## config.mk

```make
export PLATFORM = sky130hd
export DESIGN_NAME = mch_front
export DESIGN_NICKNAME = d
export VERILOG_FILES = /design/src/sv/mch_pkg.sv /design/src/sv/mch_front.sv
export SDC_FILE = /design/constraint.sdc
export NUM_CORES = 1
export LEC_CHECK = 0
export ABC_AREA = 1
export BUFFER_PORTS_ARGS = -buffer_cell sky130_fd_sc_hd__buf_2
export CORE_MARGIN = 3
export CORE_UTILIZATION = 45
export DETAILED_ROUTE_END_ITERATION = 8
export GPL_TIMING_DRIVEN = 0
export PLACE_DENSITY = 0.73
export SLEW_MARGIN = 20
export SYNTH_ARGS = -nofsm -noshare
export SYNTH_HDL_FRONTEND = slang
export SYNTH_SLANG_ARGS = --single-unit
```

## constraint.sdc

```tcl
create_clock -name clk_i -period 4.96 [get_ports clk_i]
set_clock_uncertainty 0.1 [all_clocks]
set_input_delay 0.744 -clock clk_i [delete_from_list [all_inputs] [get_ports clk_i]]
set_output_delay 0.744 -clock clk_i [all_outputs]
set_load 0.01 [all_outputs]
```

## src/sv/mch_pkg.sv

```systemverilog
// Package for the station address class table: sizes, command and status codes,
// and the request and response structs. No dependencies.
package mch_pkg;

  localparam int unsigned ENTRIES    = 1024;
  localparam int unsigned BUCKETS    = 256;
  localparam int unsigned CLASS_BITS = 32;
  localparam int unsigned ID_W       = $clog2(ENTRIES);
  localparam int unsigned BKT_W      = $clog2(BUCKETS);
  localparam int unsigned KEY_W      = 48;

  localparam logic [1:0] CMD_INSERT   = 2'd0;
  localparam logic [1:0] CMD_REMOVE   = 2'd1;
  localparam logic [1:0] CMD_LOOKUP   = 2'd2;
  localparam logic [1:0] CMD_RESERVED = 2'd3;

  localparam logic [2:0] STATUS_INSERTED = 3'd0;
  localparam logic [2:0] STATUS_UPDATED  = 3'd1;
  localparam logic [2:0] STATUS_FULL     = 3'd2;
  localparam logic [2:0] STATUS_REMOVED  = 3'd3;
  localparam logic [2:0] STATUS_ABSENT   = 3'd4;
  localparam logic [2:0] STATUS_FOUND    = 3'd5;

  typedef enum logic [1:0] {
    OP_INSERT,
    OP_REMOVE,
    OP_LOOKUP
  } op_e;

  typedef enum logic [2:0] {
    ST_IDLE,
    ST_HEAD,
    ST_HEADRD,
    ST_WALK,
    ST_ACT,
    ST_ALLOC,
    ST_LINK,
    ST_UNLINK
  } state_e;

  typedef struct packed {
    logic [1:0]  cmd;
    logic [47:0] mac_address;
    logic [31:0] class_value;
  } req_t;

  typedef struct packed {
    logic [2:0]  status;
    logic        found;
    logic [31:0] class_out;
  } rsp_t;

  typedef struct packed {
    op_e                   op;
    logic [KEY_W-1:0]      key;
    logic [CLASS_BITS-1:0] cls;
    logic [BKT_W-1:0]      bucket;
  } item_t;

endpackage

```

## src/sv/mch_front.sv

```systemverilog
// Front end: takes requests, decodes the command and the bucket, and holds
// them in a two-deep queue for the back end. Depends on mch_pkg.
module mch_front import mch_pkg::*; (
  input  logic  clk_i,
  input  logic  rst_ni,
  input  logic  start,
  output logic  busy,
  input  req_t  req_i,
  input  logic  pop_i,
  output logic  avail_o,
  output item_t item_o
);

  item_t       slot_q [2];
  logic        wr_q, rd_q;
  logic [1:0]  cnt_q;
  logic        push;
  logic        pop;
  item_t       item_d;

  assign busy    = (cnt_q == 2'd2);
  assign push    = start && !busy;
  assign avail_o = (cnt_q != 2'd0);
  assign pop     = pop_i && avail_o;
  assign item_o  = slot_q[rd_q];

  always_comb begin
    case (req_i.cmd)
      CMD_INSERT: item_d.op = OP_INSERT;
      CMD_REMOVE: item_d.op = OP_REMOVE;
      default:    item_d.op = OP_LOOKUP;
    endcase
    item_d.key    = req_i.mac_address;
    item_d.cls    = req_i.class_value[CLASS_BITS-1:0];
    item_d.bucket = req_i.mac_address[BKT_W-1:0];
  end

  always_ff @(posedge clk_i) begin
    if (push) begin
      slot_q[wr_q] <= item_d;
    end
  end

  always_ff @(posedge clk_i or negedge rst_ni) begin
    if (!rst_ni) begin
      wr_q  <= 1'b0;
      rd_q  <= 1'b0;
      cnt_q <= 2'd0;
    end else begin
      if (push) wr_q <= ~wr_q;
      if (pop)  rd_q <= ~rd_q;
      cnt_q <= cnt_q + {1'b0, push} - {1'b0, pop};
    end
  end

endmodule

```

Word level (Yosys, flattened, before mapping)
Memory sizes are Yosys's and may differ from the RTL's.
Cells that the tools add are included.
Widths: inputs -> output; s select.

cells by class
  add/sub/neg operators = 2
  reduce and logical (&&, ||, !) cells = 5
  equal/unequal tests = 2
  $mul = 0
  divide/modulo/power cells = 0
  mux-type cells = 3
  shift operators = 0
  bitwise operators = 2
  $lt $le $gt $ge = 0

operators with widths
  kind                count
  $pmux 2 s2          1
  $add 2x1->2         1
  $eq 2x1->1 const B  1
  $eq 2x2->1 const B  1
  $logic_and 1x1->1   2
  $logic_not 2->1     1
  $mux 1              2
  $not 1->1           2
  $reduce_bool 2->1   1
  $sub 2x1->2         1
  $logic_not 1->1     1

storage, ports and cells
  memory bits (read-only) = 0
  RAM bits = 180
  register bits after elaboration = 4
  bits of input ports = 86
  memories kept = 1
  logic and storage cells = 18
  bits in latches = 0
  output and inout bits = 92

memories
  name    words  bits a word  rd ports  clocked after Yosys merged registers in  write ports  RTL line         text
  slot_q  2      90           1         0                                        1            mch_front.sv:14  item_t slot_q [2];

Longest topological paths before layout
  word-level depth = 5
  mapped depth = 10

Worst setup path after synthesis
Ideal clock, no wire load.

  path kind = input -> register
  start = in start
  end = mem slot_q[1][10] (netlist name) (enable)
  path buffers = 0
  library setup time = 523 ps
  data arrival time = 4247 ps
  stages = 2
  slack = 91 ps
  cell sequence = nand2_1 > nor2_1

on the way
  word-level cells in the longest chain between the ends = 3

ends and longest elaborated chain
  what                          RTL line         text
  start, declared               mch_front.sv:6   input logic start,
  $logic_and 1x1->1             mch_front.sv:22  assign push = start && !busy;
  $mux 1                        mch_front.sv:39  if (push) begin
  $mux 1 (not written as such)  mch_front.sv:40  slot_q[wr_q] <= item_d;
  end, declared                 mch_front.sv:14

Every way passes these cells.

==> summary.md <==
| Metric | Value |
|---|---|
| Outcome | complete, no violations |
| Crit Path Max Fanout | 10 |
| IO Count | 178 |
| Layout cells sized above 1 | 34.4% |
| Port-buffer cells | approximately 180 |
| Post-synth top area share | between 70% and 80% |
| Layout Utilization | 60.1% |
| Post-Syn Instances | 472 |
| Remaining global-route overflow | 0 |
| Hold crit path type | input port to async pin |
| Largest net degree at the start of global routing | 48 |
| CP Capture Type | output port |
| Sequential area share after synthesis | 79.4% |
| Tcrit/Tclk final | between 50% and 60% |
| Net Count, Synth | between 500 and 600 |
| YS warnings | 0 |
| Number of setup buffers added after CTS | 0 |
| GRT Total Usage | 15.9% |
| Core box area | between 10000 and 15000 sq um |
| Row count | 42 |
| Top FF cell, synth | edfxtp_1 |
| H-tree levels | 4 |
| Antenna violations before repair | 0 |
| Total Power | approximately 5.0 mW |
| Cell variety after synth | 12 |
| FF-to-FF Start | cnt_q[0] |
| Setup WS pre-CTS | 2.53 ns |
| Leakage power total | 3.58 nW |
| CP Capture Point | item_o[47] |
| Die height | around 120 microns |
| Die Wd | 125 microns |
| CTS tree | built |
| Synth Cell Area | 6330 sq um |
| Post-route ant nets | 0 |
| Initial Utilization | approximately 47% |
| Final hold violations | 0 |
| Yosys reg bits | 168 |
| Final #Nets | 760 |
| Max Slew Vio Count | 0 |
| Count leader, synth | nand2_1 |
| Max Freq | 399 MHz |
| Most frequent cells after synthesis | nand2_1, edfxtp_1, buf_6 |
| Post-synth EDFFs | 164 |
| Clock Path Buffers | 2 |
| FFs w/ async S/R, synth | 2.38% |
| Slew at the pin closest to its max-slew limit | between 0.7 and 0.8 ns |
| FILL cells | 1068 |
| Max-Cap Viols | 0 |
| Crit Path Class | register to output port |
| Vias | 3920 |
| Register-to-Register Path Depth | 6 |
| # diodes | 0 |
| Final wirelength | 12100 microns |
| First-pass iteration count of the detailed router | 4 |
| CP startpoint | rd_q |
| Cts hold-fix bufs | 0 |
| DRC | 0 |
| RSZ-0062 raised after global routing | false |
| DRT iter0 DRCs | ~150 |
| Sum Neg Setup Slack | 0 ns |
| Top cells by area, synth | edfxtp_1, nand2_1, buf_6, dfrtp_1, buf_4 |
| Setup violators final | 0 |
| Num CTS Buffers | 17 |
| Yosys top cell by area | edfxtp_1 |
| DIE AREA | between 15000 and 20000 sq um |
| RD Place Congestion | 0.781 |
| Dpl hpwl | roughly 8400 microns |
| CTS Root Cell | clkbuf_16 |
| Vias in the first global route | 3940 |
| Clock latency on the worst-skew pair | approximately 0.41 ns |
| Max-Slew Margin vs Limit | 52.2% |
| Avg Cell Area, Syn | 13.4 sq um |
| Worst VDD drop | ~0.30 mV |
| FF-to-FF setup slack | roughly 2.9 ns |
| Worst endpoint required time | 4.12 ns |
| Routed vias/inst | ~4.6 |
| Power per cell area | 613 nW/um^2 |
| Reg clk slew, reported paths | 0.06 ns |
| Post-route minimum period | 2.51 ns |
| Startpoint Class | register |
| CTS-repair resized insts | 0 |
| First-pass GRT wire length | 19500 microns |
| Crit path arrival time | 1.66 ns |
| Clock tree sinks | 168 |
| Layout area overhead | 28.1% |
| RR Endpoint | slot_q[1][25] |
| WL/cell | 14.1 microns |
| Worst setup margin | 2.45 ns |
[logic make-up after synthesis]
| kind of cell | Yosys count | share of synthesized area [%] |
|---|---|---|
| buffers and inverters | 38 | 4.54 |
| adders and majority gates | 2 | 0.395 |
| DFF | 168 | 79.4 |
| and+or+nand+nor | 264 | 15.7 |
[where the power goes]
part / switching (mW) / internal [mW] / leakage, nW
combinational: 1.04 / 0.660 / 1.74
sequential: 0.0731 / 1.93 / 1.57
clock: 0.483 / 0.780 / 0.267
total: 1.60 / 3.37 / 3.58
[state kept, by name, summed over array words and instances (netlist names)]
name and flops:
cnt_q 2, slot_q 164, rd_q 1, wr_q 1
[how the worst min path moves through the flow]
stage	startpoint	to	slack [ns]	cells past startpoint
final	rst_ni	cnt_q[1]	0.03	1
after global routing	rst_ni	cnt_q[1]	0.003	1
after CTS	rst_ni	cnt_q[1]	0.008	1
after detailed placement	cnt_q[0]	cnt_q[0]	0.41	1
after global placement	wr_q	wr_q	0.35	2
after floorplan	wr_q	wr_q	0.34	2
[worst max-delay path: stages, from the launching register on]
cell and delay [ns]:
dfrtp_1 0.40, inv_2 0.06, buf_4 0.22, buf_6 0.19, nand2_1 0.06, nand2_1 0.09
buf_4 0.11, buf_2 0.12
[through the flow]
stage / instance area, sq um / hold WS [ns] / cells
2_1_floorplan: 6330 / 0.342 / 472
3_3_place_gp: 7440 / 0.354 / 825
3_5_place_dp: 7540 / 0.410 / 829
4_1_cts: 8110 / 0.00789 / 859
5_1_grt: 8110 / 0.00295 / 859
6_report: 8110 / 0.0274 / 859
[metal layers]
| metal | vias to the layer above | GRT usage (%) | part of all wire, % |
|---|---|---|---|
| met5 | - | 0 | 0 |
| met4 | 0 | 5.42 | 1.3 |
| met3 | 14 | 6.05 | 7.8 |
| met2 | 140 | 26.9 | 50 |
| met1 | 1801 | 18.8 | 41 |
| li1 | 1965 | - | - |
[cell type report]
| cell class | instances | area [sq um] | area share [%] |
|---|---|---|---|
| buffer | 27 | 246 | 3.04 |
| multi-input combinational | 266 | 1030 | 12.7 |
| clock inverter | 10 | 130 | 1.60 |
| timing repair buffer | 181 | 981 | 12.1 |
| sequential | 168 | 5020 | 62.0 |
| inverter | 11 | 43.8 | 0.540 |
| clock buffer | 20 | 437 | 5.38 |
| tap | 176 | 220 | 2.72 |
[placed cells by master (no fill, tap or decap), drive strengths merged]
cell type and n:
clkinvlp 3, nor2 2, clkinv 4, nand2 259, dfrtp 4, bufinv 3, clkbuf 21, inv 11
ha 2, buf 207, edfxtp 164, nand3 3
Power figures use the tool's default switching activity.
